--- src/sv/rgbmix_pkg.sv ---
`timescale 1ns / 1ps

package rgbmix_pkg;

    // Mode codes
    localparam logic [1:0] MODE_MIX   = 2'd0;
    localparam logic [1:0] MODE_BLEND = 2'd1;
    localparam logic [1:0] MODE_FIXED = 2'd2;
    localparam logic [1:0] MODE_LUMA  = 2'd3;

    localparam logic [7:0] FULL_SCALE   = 8'd255;
    localparam logic [7:0] FIXED_AMOUNT = 8'd185;

    // Brightness weights in thousandths, and the rounding scale 1000/4
    localparam int LUMA_W_RED   = 299;
    localparam int LUMA_W_GREEN = 587;
    localparam int LUMA_W_BLUE  = 114;
    localparam int LUMA_HALF    = 250;

    localparam int CH_W   = 8;
    localparam int PROD_W = 17;   // (c2 - c1) * w, signed
    localparam int SQR_W  = 16;   // channel squared
    localparam int SUM_W  = 26;   // weighted sum of squares

    // Pipeline layout: three color stages, then one root bit per stage
    localparam int SQRT_FIRST  = 3;
    localparam int SQRT_STAGES = CH_W;
    localparam int NUM_STAGES  = SQRT_FIRST + SQRT_STAGES;
    localparam int COLOR_DELAY = NUM_STAGES - SQRT_FIRST;

    typedef struct packed {
        logic [CH_W-1:0] red;
        logic [CH_W-1:0] green;
        logic [CH_W-1:0] blue;
        logic [CH_W-1:0] alpha;
    } color_t;

    // Per-stage load enables
    typedef struct packed {
        logic [NUM_STAGES-1:0] en;
    } pipe_ctl_t;

    // Signed product (b - a) * w
    function automatic logic signed [PROD_W-1:0] diff_mul(
        input logic [CH_W-1:0] a,
        input logic [CH_W-1:0] b,
        input logic [CH_W-1:0] w
    );
        logic signed [CH_W:0]     d;
        logic signed [2*CH_W+1:0] p;
        d = $signed({1'b0, b}) - $signed({1'b0, a});
        p = d * $signed({1'b0, w});
        return p[PROD_W-1:0];
    endfunction

    // Signed divide by 255, truncating toward zero; |p| <= 255 * 255
    function automatic logic signed [CH_W:0] div255(input logic signed [PROD_W-1:0] p);
        logic [PROD_W-1:0] mag;
        logic [PROD_W-1:0] t;
        logic [CH_W:0]     qm;
        mag = p[PROD_W-1] ? PROD_W'(-p) : p;
        t   = mag + (mag >> CH_W) + PROD_W'(1);
        qm  = {1'b0, t[2*CH_W-1:CH_W]};
        return p[PROD_W-1] ? -qm : qm;
    endfunction

    // Base channel plus signed step, modulo 256
    function automatic logic [CH_W-1:0] interp_add(
        input logic [CH_W-1:0]        c1,
        input logic signed [CH_W:0]   q
    );
        logic [CH_W:0] s;
        s = {1'b0, c1} + q;
        return s[CH_W-1:0];
    endfunction

endpackage

--- src/sv/rgbmix_ctrl.sv ---
`timescale 1ns / 1ps

module rgbmix_ctrl import rgbmix_pkg::*; (
    input  logic      aclk,
    input  logic      aresetn,
    input  logic      s_valid,
    output logic      s_ready,
    output logic      m_valid,
    input  logic      m_ready,
    output pipe_ctl_t ctl
);

    logic [NUM_STAGES-1:0] valid_reg;
    logic [NUM_STAGES-1:0] valid_next;
    logic [NUM_STAGES-1:0] shifted;

    // Load a stage when it is empty or its successor moves on
    always_comb begin
        ctl.en[NUM_STAGES-1] = !valid_reg[NUM_STAGES-1] || m_ready;
        for (int i = NUM_STAGES - 2; i >= 0; i--) begin
            ctl.en[i] = !valid_reg[i] || ctl.en[i+1];
        end
    end

    // Advance valid bits where enabled, hold elsewhere
    always_comb begin
        shifted    = {valid_reg[NUM_STAGES-2:0], s_valid};
        valid_next = (ctl.en & shifted) | (~ctl.en & valid_reg);
    end

    always_ff @(posedge aclk) begin
        if (!aresetn) begin
            valid_reg <= '0;
        end else begin
            valid_reg <= valid_next;
        end
    end

    assign s_ready = ctl.en[0];
    assign m_valid = valid_reg[NUM_STAGES-1];

endmodule

--- src/sv/rgbmix_color.sv ---
`timescale 1ns / 1ps

module rgbmix_color import rgbmix_pkg::*; (
    input  logic             aclk,
    input  pipe_ctl_t        ctl,
    input  logic [1:0]       mode,
    input  color_t           first,
    input  color_t           second,
    input  logic [CH_W-1:0]  weight,
    output logic [SUM_W-1:0] luma_sum,
    output color_t           result
);

    // Stage A: products and squares
    logic                     a_luma_reg, a_blend_reg;
    color_t                   a_c1_reg, a_c2_reg;
    logic [CH_W-1:0]          a_inv_a_reg, a_w_reg;
    logic signed [PROD_W-1:0] a_pa_reg, a_palpha_reg;
    logic [SQR_W-1:0]         a_rr_reg, a_gg_reg, a_bb_reg;
    logic [CH_W-1:0]          w_eff_next, inv_a_next;
    logic signed [PROD_W-1:0] pa_next, palpha_next;

    always_comb begin
        w_eff_next  = (mode == MODE_FIXED) ? FIXED_AMOUNT : weight;
        inv_a_next  = FULL_SCALE - first.alpha;
        pa_next     = diff_mul(inv_a_next, second.alpha, weight);
        palpha_next = diff_mul(first.alpha, second.alpha, w_eff_next);
    end

    always_ff @(posedge aclk) begin
        if (ctl.en[0]) begin
            a_luma_reg   <= (mode == MODE_LUMA);
            a_blend_reg  <= (mode == MODE_BLEND);
            a_c1_reg     <= first;
            a_c2_reg     <= second;
            a_inv_a_reg  <= inv_a_next;
            a_w_reg      <= w_eff_next;
            a_pa_reg     <= pa_next;
            a_palpha_reg <= palpha_next;
            a_rr_reg     <= {8'd0, first.red} * {8'd0, first.red};
            a_gg_reg     <= {8'd0, first.green} * {8'd0, first.green};
            a_bb_reg     <= {8'd0, first.blue} * {8'd0, first.blue};
        end
    end

    // Stage B: blend weight, alpha result, weighted squares
    logic                 b_luma_reg;
    color_t               b_c1_reg, b_c2_reg;
    logic [CH_W-1:0]      b_m_reg;
    logic [SUM_W-1:0]     b_wr_reg, b_wg_reg, b_wb_reg;
    logic [CH_W-1:0]      m_next, alpha_next;

    always_comb begin
        m_next     = a_blend_reg ? interp_add(a_inv_a_reg, div255(a_pa_reg)) : a_w_reg;
        alpha_next = interp_add(a_c1_reg.alpha, div255(a_palpha_reg));
    end

    always_ff @(posedge aclk) begin
        if (ctl.en[1]) begin
            b_luma_reg     <= a_luma_reg;
            b_c1_reg       <= '{red: a_c1_reg.red, green: a_c1_reg.green,
                                blue: a_c1_reg.blue, alpha: alpha_next};
            b_c2_reg       <= a_c2_reg;
            b_m_reg        <= m_next;
            b_wr_reg       <= SUM_W'(LUMA_W_RED) * SUM_W'(a_rr_reg);
            b_wg_reg       <= SUM_W'(LUMA_W_GREEN) * SUM_W'(a_gg_reg);
            b_wb_reg       <= SUM_W'(LUMA_W_BLUE) * SUM_W'(a_bb_reg);
        end
    end

    // Stage C: channel products, brightness sum (zero outside brightness mode)
    logic                     c_luma_reg;
    color_t                   c_c1_reg;
    logic signed [PROD_W-1:0] c_pr_reg, c_pg_reg, c_pb_reg;
    logic [SUM_W-1:0]         c_sum_reg;
    logic [SUM_W-1:0]         sum_next;

    always_comb begin
        sum_next = b_luma_reg ? (b_wr_reg + b_wg_reg + b_wb_reg) : '0;
    end

    always_ff @(posedge aclk) begin
        if (ctl.en[2]) begin
            c_luma_reg <= b_luma_reg;
            c_c1_reg   <= b_c1_reg;
            c_pr_reg   <= diff_mul(b_c1_reg.red, b_c2_reg.red, b_m_reg);
            c_pg_reg   <= diff_mul(b_c1_reg.green, b_c2_reg.green, b_m_reg);
            c_pb_reg   <= diff_mul(b_c1_reg.blue, b_c2_reg.blue, b_m_reg);
            c_sum_reg  <= sum_next;
        end
    end

    assign luma_sum = c_sum_reg;

    // Stage D: final color, then hold it alongside the root stages
    color_t res_next;
    color_t dly_reg [COLOR_DELAY];

    always_comb begin
        res_next.red   = interp_add(c_c1_reg.red, div255(c_pr_reg));
        res_next.green = interp_add(c_c1_reg.green, div255(c_pg_reg));
        res_next.blue  = interp_add(c_c1_reg.blue, div255(c_pb_reg));
        res_next.alpha = c_c1_reg.alpha;
        if (c_luma_reg) begin
            res_next = '0;
        end
    end

    for (genvar k = 0; k < COLOR_DELAY; k++) begin : g_dly
        if (k == 0) begin : g_head
            always_ff @(posedge aclk) begin
                if (ctl.en[SQRT_FIRST]) begin
                    dly_reg[0] <= res_next;
                end
            end
        end else begin : g_tail
            always_ff @(posedge aclk) begin
                if (ctl.en[SQRT_FIRST+k]) begin
                    dly_reg[k] <= dly_reg[k-1];
                end
            end
        end
    end

    assign result = dly_reg[COLOR_DELAY-1];

endmodule

--- src/sv/rgbmix_sqrt.sv ---
`timescale 1ns / 1ps

module rgbmix_sqrt import rgbmix_pkg::*; (
    input  logic             aclk,
    input  pipe_ctl_t        ctl,
    input  logic [SUM_W-1:0] luma_sum,
    output logic [CH_W-1:0]  luma
);

    // Largest n with 250 * (2n - 1)^2 <= S, resolved one bit per stage from the MSB
    logic [CH_W-1:0]  n_reg [SQRT_STAGES];
    logic [SUM_W-1:0] s_reg [SQRT_STAGES-1];

    for (genvar g = 0; g < SQRT_STAGES; g++) begin : g_bit
        localparam int BIT = SQRT_STAGES - 1 - g;

        logic [CH_W-1:0]   n_in;
        logic [SUM_W-1:0]  s_in;
        logic [CH_W-1:0]   cand;
        logic [CH_W:0]     odd;
        logic [2*CH_W+1:0] odd_sq;
        logic [SUM_W-1:0]  lhs;
        logic [CH_W-1:0]   n_next;

        if (g == 0) begin : g_src
            assign n_in = '0;
            assign s_in = luma_sum;
        end else begin : g_chain
            assign n_in = n_reg[g-1];
            assign s_in = s_reg[g-1];
        end

        // Try setting this bit; keep it if the rounded square still fits
        always_comb begin
            cand   = n_in | (CH_W'(1) << BIT);
            odd    = {cand, 1'b0} - (CH_W+1)'(1);
            odd_sq = {{(CH_W+1){1'b0}}, odd} * {{(CH_W+1){1'b0}}, odd};
            lhs    = SUM_W'(LUMA_HALF) * SUM_W'(odd_sq);
            n_next = (lhs <= s_in) ? cand : n_in;
        end

        always_ff @(posedge aclk) begin
            if (ctl.en[SQRT_FIRST+g]) begin
                n_reg[g] <= n_next;
            end
        end

        if (g < SQRT_STAGES - 1) begin : g_carry
            always_ff @(posedge aclk) begin
                if (ctl.en[SQRT_FIRST+g]) begin
                    s_reg[g] <= s_in;
                end
            end
        end
    end

    assign luma = n_reg[SQRT_STAGES-1];

endmodule

--- src/sv/rgba_color_mix_blend_brightness_top.sv ---
`timescale 1ns / 1ps
// One item per cycle is accepted while the output is not stalled; three color
// stages feed eight root stages, each of which resolves one bit of the brightness.
// Stages load independently, so bubbles close up while the output is stalled.
// Reset (aresetn low, synchronous) empties the pipeline; data registers keep junk.

module rgba_color_mix_blend_brightness_top import rgbmix_pkg::*; (
    input  logic             aclk,
    input  logic             aresetn,
    input  logic             s_valid,
    output logic             s_ready,
    input  logic [1:0]       s_mode,
    input  logic [CH_W-1:0]  s_first_red,
    input  logic [CH_W-1:0]  s_first_green,
    input  logic [CH_W-1:0]  s_first_blue,
    input  logic [CH_W-1:0]  s_first_alpha,
    input  logic [CH_W-1:0]  s_second_red,
    input  logic [CH_W-1:0]  s_second_green,
    input  logic [CH_W-1:0]  s_second_blue,
    input  logic [CH_W-1:0]  s_second_alpha,
    input  logic [CH_W-1:0]  s_weight,
    output logic             m_valid,
    input  logic             m_ready,
    output logic [CH_W-1:0]  m_out_red,
    output logic [CH_W-1:0]  m_out_green,
    output logic [CH_W-1:0]  m_out_blue,
    output logic [CH_W-1:0]  m_out_alpha,
    output logic [CH_W-1:0]  m_luma
);

    pipe_ctl_t        ctl;
    color_t           first, second, result;
    logic [SUM_W-1:0] luma_sum;

    // Pack the colors
    assign first  = '{red: s_first_red, green: s_first_green,
                      blue: s_first_blue, alpha: s_first_alpha};
    assign second = '{red: s_second_red, green: s_second_green,
                      blue: s_second_blue, alpha: s_second_alpha};

    rgbmix_ctrl u_ctrl (
        .aclk    (aclk),
        .aresetn (aresetn),
        .s_valid (s_valid),
        .s_ready (s_ready),
        .m_valid (m_valid),
        .m_ready (m_ready),
        .ctl     (ctl)
    );

    rgbmix_color u_color (
        .aclk     (aclk),
        .ctl      (ctl),
        .mode     (s_mode),
        .first    (first),
        .second   (second),
        .weight   (s_weight),
        .luma_sum (luma_sum),
        .result   (result)
    );

    rgbmix_sqrt u_sqrt (
        .aclk     (aclk),
        .ctl      (ctl),
        .luma_sum (luma_sum),
        .luma     (m_luma)
    );

    assign m_out_red   = result.red;
    assign m_out_green = result.green;
    assign m_out_blue  = result.blue;
    assign m_out_alpha = result.alpha;

endmodule
--- config.mk ---
export PLATFORM = sky130hd
export DESIGN_NAME = rgba_color_mix_blend_brightness_top
export DESIGN_NICKNAME = d
export VERILOG_FILES = /design/src/sv/rgbmix_pkg.sv /design/src/sv/rgbmix_ctrl.sv /design/src/sv/rgbmix_color.sv /design/src/sv/rgbmix_sqrt.sv /design/src/sv/rgba_color_mix_blend_brightness_top.sv
export SDC_FILE = /design/constraint.sdc
export NUM_CORES = 2
export LEC_CHECK = 0
export ABC_CLOCK_PERIOD_IN_PS = 21500
export BUFFER_PORTS_ARGS = -buffer_cell sky130_fd_sc_hd__buf_2
export CELL_PAD_IN_SITES_DETAIL_PLACEMENT = 0
export CELL_PAD_IN_SITES_GLOBAL_PLACEMENT = 1
export CORE_MARGIN = 2
export CORE_UTILIZATION = 30
export CTS_CLUSTER_DIAMETER = 200
export DETAILED_ROUTE_END_ITERATION = 8
export PLACE_DENSITY_LB_ADDON = 0.2
export SYNTH_ARGS = -nofsm -noshare
export SYNTH_HDL_FRONTEND = slang
export SYNTH_SLANG_ARGS = --single-unit
--- constraint.sdc ---
create_clock -name aclk -period 21.5 [get_ports aclk]
set_input_delay 0 -clock aclk [delete_from_list [all_inputs] [get_ports aclk]]
set_output_delay 0 -clock aclk [all_outputs]
set_load 0.005 [all_outputs]
==> implementation parameters <==
Parameter                              Value

Placement
  Post-DP HPWL ... between 150 and 200 mm
  Final Wtd Congestion ... approximately 0.8
  Number of buffers inserted by port buffering ... 119
  Post-Place Setup Slack ... around 11000 ps

Logic synthesis
  Sequential-to-total area share from yosys stat ... 32.5%
  Mapped Area ... 80700 um^2
  Number of warnings issued by yosys ... 0
  Avg Synthesized Cell Area ... approximately 11 um^2
  Register bit total from synthesis ... ~900
  Number of enable flip-flop cells after synthesis ... approximately 870
  Post-synthesis instance total ... approximately 7400
  Area share of the largest cell type after synthesis ... about a third
  Top cells by area in the synthesized netlist ... edfxtp_1 (32%), fa_1 (19%), ha_1 (17%)
  Leading area contributor after synthesis ... edfxtp_1
  Ys flop type ... edfxtp_1
  Distinct cells, synth ... 86
  Async set-or-reset flop fraction in the synthesized netlist ... 0%

Die
  Initial Util ... a little under a third
  Standard-cell rows ... 190
  Placeable core region ... ~270000 um^2
  # IOs ... 120
  Die outline area ... approximately 270000 um^2
  Width of the chip ... around 520 um
  Vertical extent of the die ... between 500 and 600 um

Timing
  Final number of setup-violating endpoints ... 0
  RSZ-0062 raised after global routing ... no
  Maximum achievable frequency ... between 0.09 and 0.1 GHz
  Final clock skew ... between 60 and 70 ps
  Pins over their slew limit ... 0
  Worst slew margin relative to its limit ... around a fifth
  Final count of hold timing violations ... 0
  Fin worst setup slack ... 11330 ps
  Final critical path time including I/O delays and setup ... about 10000 ps
  Slew at the pin with the worst max-slew slack ... approximately 1200 ps
  Final period util ... a little under half
  Sum Neg Setup Slack ... 0 ps

Worst setup path
  Crit-path max cell delay ... approximately 750 ps
  Endpoint arrival time on the critical path ... between 10000 and 15000 ps
  Reg-to-reg endpoint ... u_sqrt.n_reg[1][10]
  Reg2reg path depth ... 34
  Launch point of the worst reg-to-reg path ... u_sqrt.n_reg[1][5]
  Kind of end point of the critical path ... flop
  Most Frequent Cell on Critical Path ... fa_1
  Data required time of the critical path ... 22120 ps
  Largest fanout on the critical path ... 11
  Highest-delay cell along the critical path ... edfxtp_1
  Startpoint-to-endpoint class of the critical path ... reg2reg
  R2r setup slk ... about 11000 ps
  Worst setup SP type ... flop

Global routing
  Most heavily used metal layer in global routing ... met2
  Fraction of met2 tracks used by global routing ... approximately 24%
  GRT Overall Usage ... ~14%
  Congestion Overflow GR ... 0
  Grt met1 use ... a little under a fifth
  Number of global-route vias before repair ... between 50000 and 60000
  Pin count of the biggest net entering global routing ... slightly above 80
  Met3 Use GR ... under 10%
  First-pass GRT wire length ... between 300 and 400 mm
  Antenna violations before repair ... 13

Detailed routing
  Wirelength per Cell ... between 15 and 20 um
  Iteration-0 DRC count of the detailed router ... approximately 2200
  Sum of routed wire length over all layers ... about 190 mm
  DRC violation count after routing ... 0
  First-pass iteration count of the detailed router ... 7
  Via count of the routed design ... between 50000 and 60000
  Post-DRT Antenna Nets ... 0
  Post-detailed-route via-to-cell ratio ... ~4.5

Min path
  Worst min-delay path category ... in2reg
  Hold Path Depth ... 2
  Hold Crit Endpoint ... u_color.a_c1_reg[7]
  Hold path startpoint ... s_first_alpha[7]

Clock tree
  Quantity of gates resized following cts ... 0
  CTS H-tree depth ... 3
  TritonCTS clock tree ... built
  Number of setup buffers added after CTS ... 0
  CTS root buffer ... clkbuf_16
  Later-pin clock latency in the skew report ... around 760 ps
  Total clock buffers created by CTS ... approximately 110
  Clock-pin transition on the worst setup and hold timing paths ... approximately 60 ps
  Maximum number of buffers from clock root to sink ... 3
  Clock sinks ... 877

Cells and area
  Area growth, synth to finish ... 11.6%
  NumNets Final ... 9554
  Proportion of layout cells with a drive suffix above 1 ... 4.97%
  Most common cell after layout, fill and taps aside ... inv_1
  Number of flip-flops in the largest register ... 256
  Most used cells in the layout excluding fill and tap cells ... inv_1 (1390), ha_1 (1119), edfxtp_1 (866)

Status
  Outcome ... finished, final reports clean

Run
  Max-capacitance violation count ... 0
layer usage:
metal | part of all wire, % | vias to the layer above
li1 | - | 25000
met1 | 46 | 24700
met2 | 49 | 540
met3 | 2.6 | 173
met4 | 2.7 | 0
met5 | 0 | -
worst max-delay path: cells and delay by family (launching register included):
kind,cells,cell delay [ps]
XOR/XNOR,3,1010
adder cells (fa/ha/maj),10,4430
buffers and inverters,3,380
AND/OR/NAND/NOR,5,600
flip-flops,1,750
AO/OA/AOI/OAI,13,2850
synth_stat cells (88+ instances only):
cell and number:
a21o_1 136, nand2_1 373, nor2b_1 105, xnor2_1 451, inv_1 1396, o21ai_0 189, clkbuf_1 88, edfxtp_1 866
fa_1 761, xor2_1 133, and2_1 224, ha_1 1119, nor2_1 348, a21oi_1 275
cell families after synthesis:
| logic type | Yosys count | share of synthesized area, % |
|---|---|---|
| adder cells (fa/ha/maj) | 1883 | 36.3 |
| AND/OR/NAND/NOR | 1457 | 8.97 |
| multiplexers | 28 | 0.369 |
| AO/OA/AOI/OAI | 1019 | 8.31 |
| XOR/XNOR | 586 | 6.38 |
| buffers and inverters | 1521 | 7.23 |
| flip-flops | 877 | 32.5 |
| other | 2 | 0.00930 |
how the worst max path moves through the flow:
stage	depth (start not counted)	to	slack, ps	start
after floorplan	35	u_sqrt.n_reg[1][10]	12320	u_sqrt.n_reg[1][3]
after global placement	34	u_sqrt.n_reg[1][10]	11310	u_sqrt.n_reg[1][5]
after detailed placement	34	u_sqrt.n_reg[1][10]	11350	u_sqrt.n_reg[1][5]
after CTS	34	u_sqrt.n_reg[1][10]	11250	u_sqrt.n_reg[1][5]
after global routing	34	u_sqrt.n_reg[1][3]	10640	u_sqrt.n_reg[0][28]
final	34	u_sqrt.n_reg[1][10]	11330	u_sqrt.n_reg[1][5]
per-stage QoR:
step           utilization [%]  instance area, um^2  hold WS (ps)  instances
3_3_place_gp              31.9                85400           179      11000
4_1_cts                   33.6                90100          16.8      11200
2_1_floorplan                -                80800          98.9       7379
5_1_grt                   33.6                90100          66.9      11200
6_report                  33.6                90100          90.9      11200
3_5_place_dp              31.9                85400           178      11000
area by class of cell:
| type | count | area (um^2) |
|---|---|---|
| Fill cell | 26900 | 178000 |
| Multi-Input combinational cell | 4981 | 48700 |
| Sequential cell | 877 | 26200 |
| Inverter | 1398 | 5250 |
| Tap cell | 3552 | 4440 |
| Clock buffer | 121 | 2730 |
| Timing Repair Buffer | 232 | 1660 |
| Clock inverter | 76 | 1010 |
| Antenna cell | 2 | 5.00 |
what timing repair did:
item	in CTS	in global routing
hold buffers	87	0
hold endpoints to repair	113	0
endpoints found under the setup margin	0	0
Power is not shown: default switching activity piles up to over one toggle a cycle in this logic, so the estimate is an artifact.
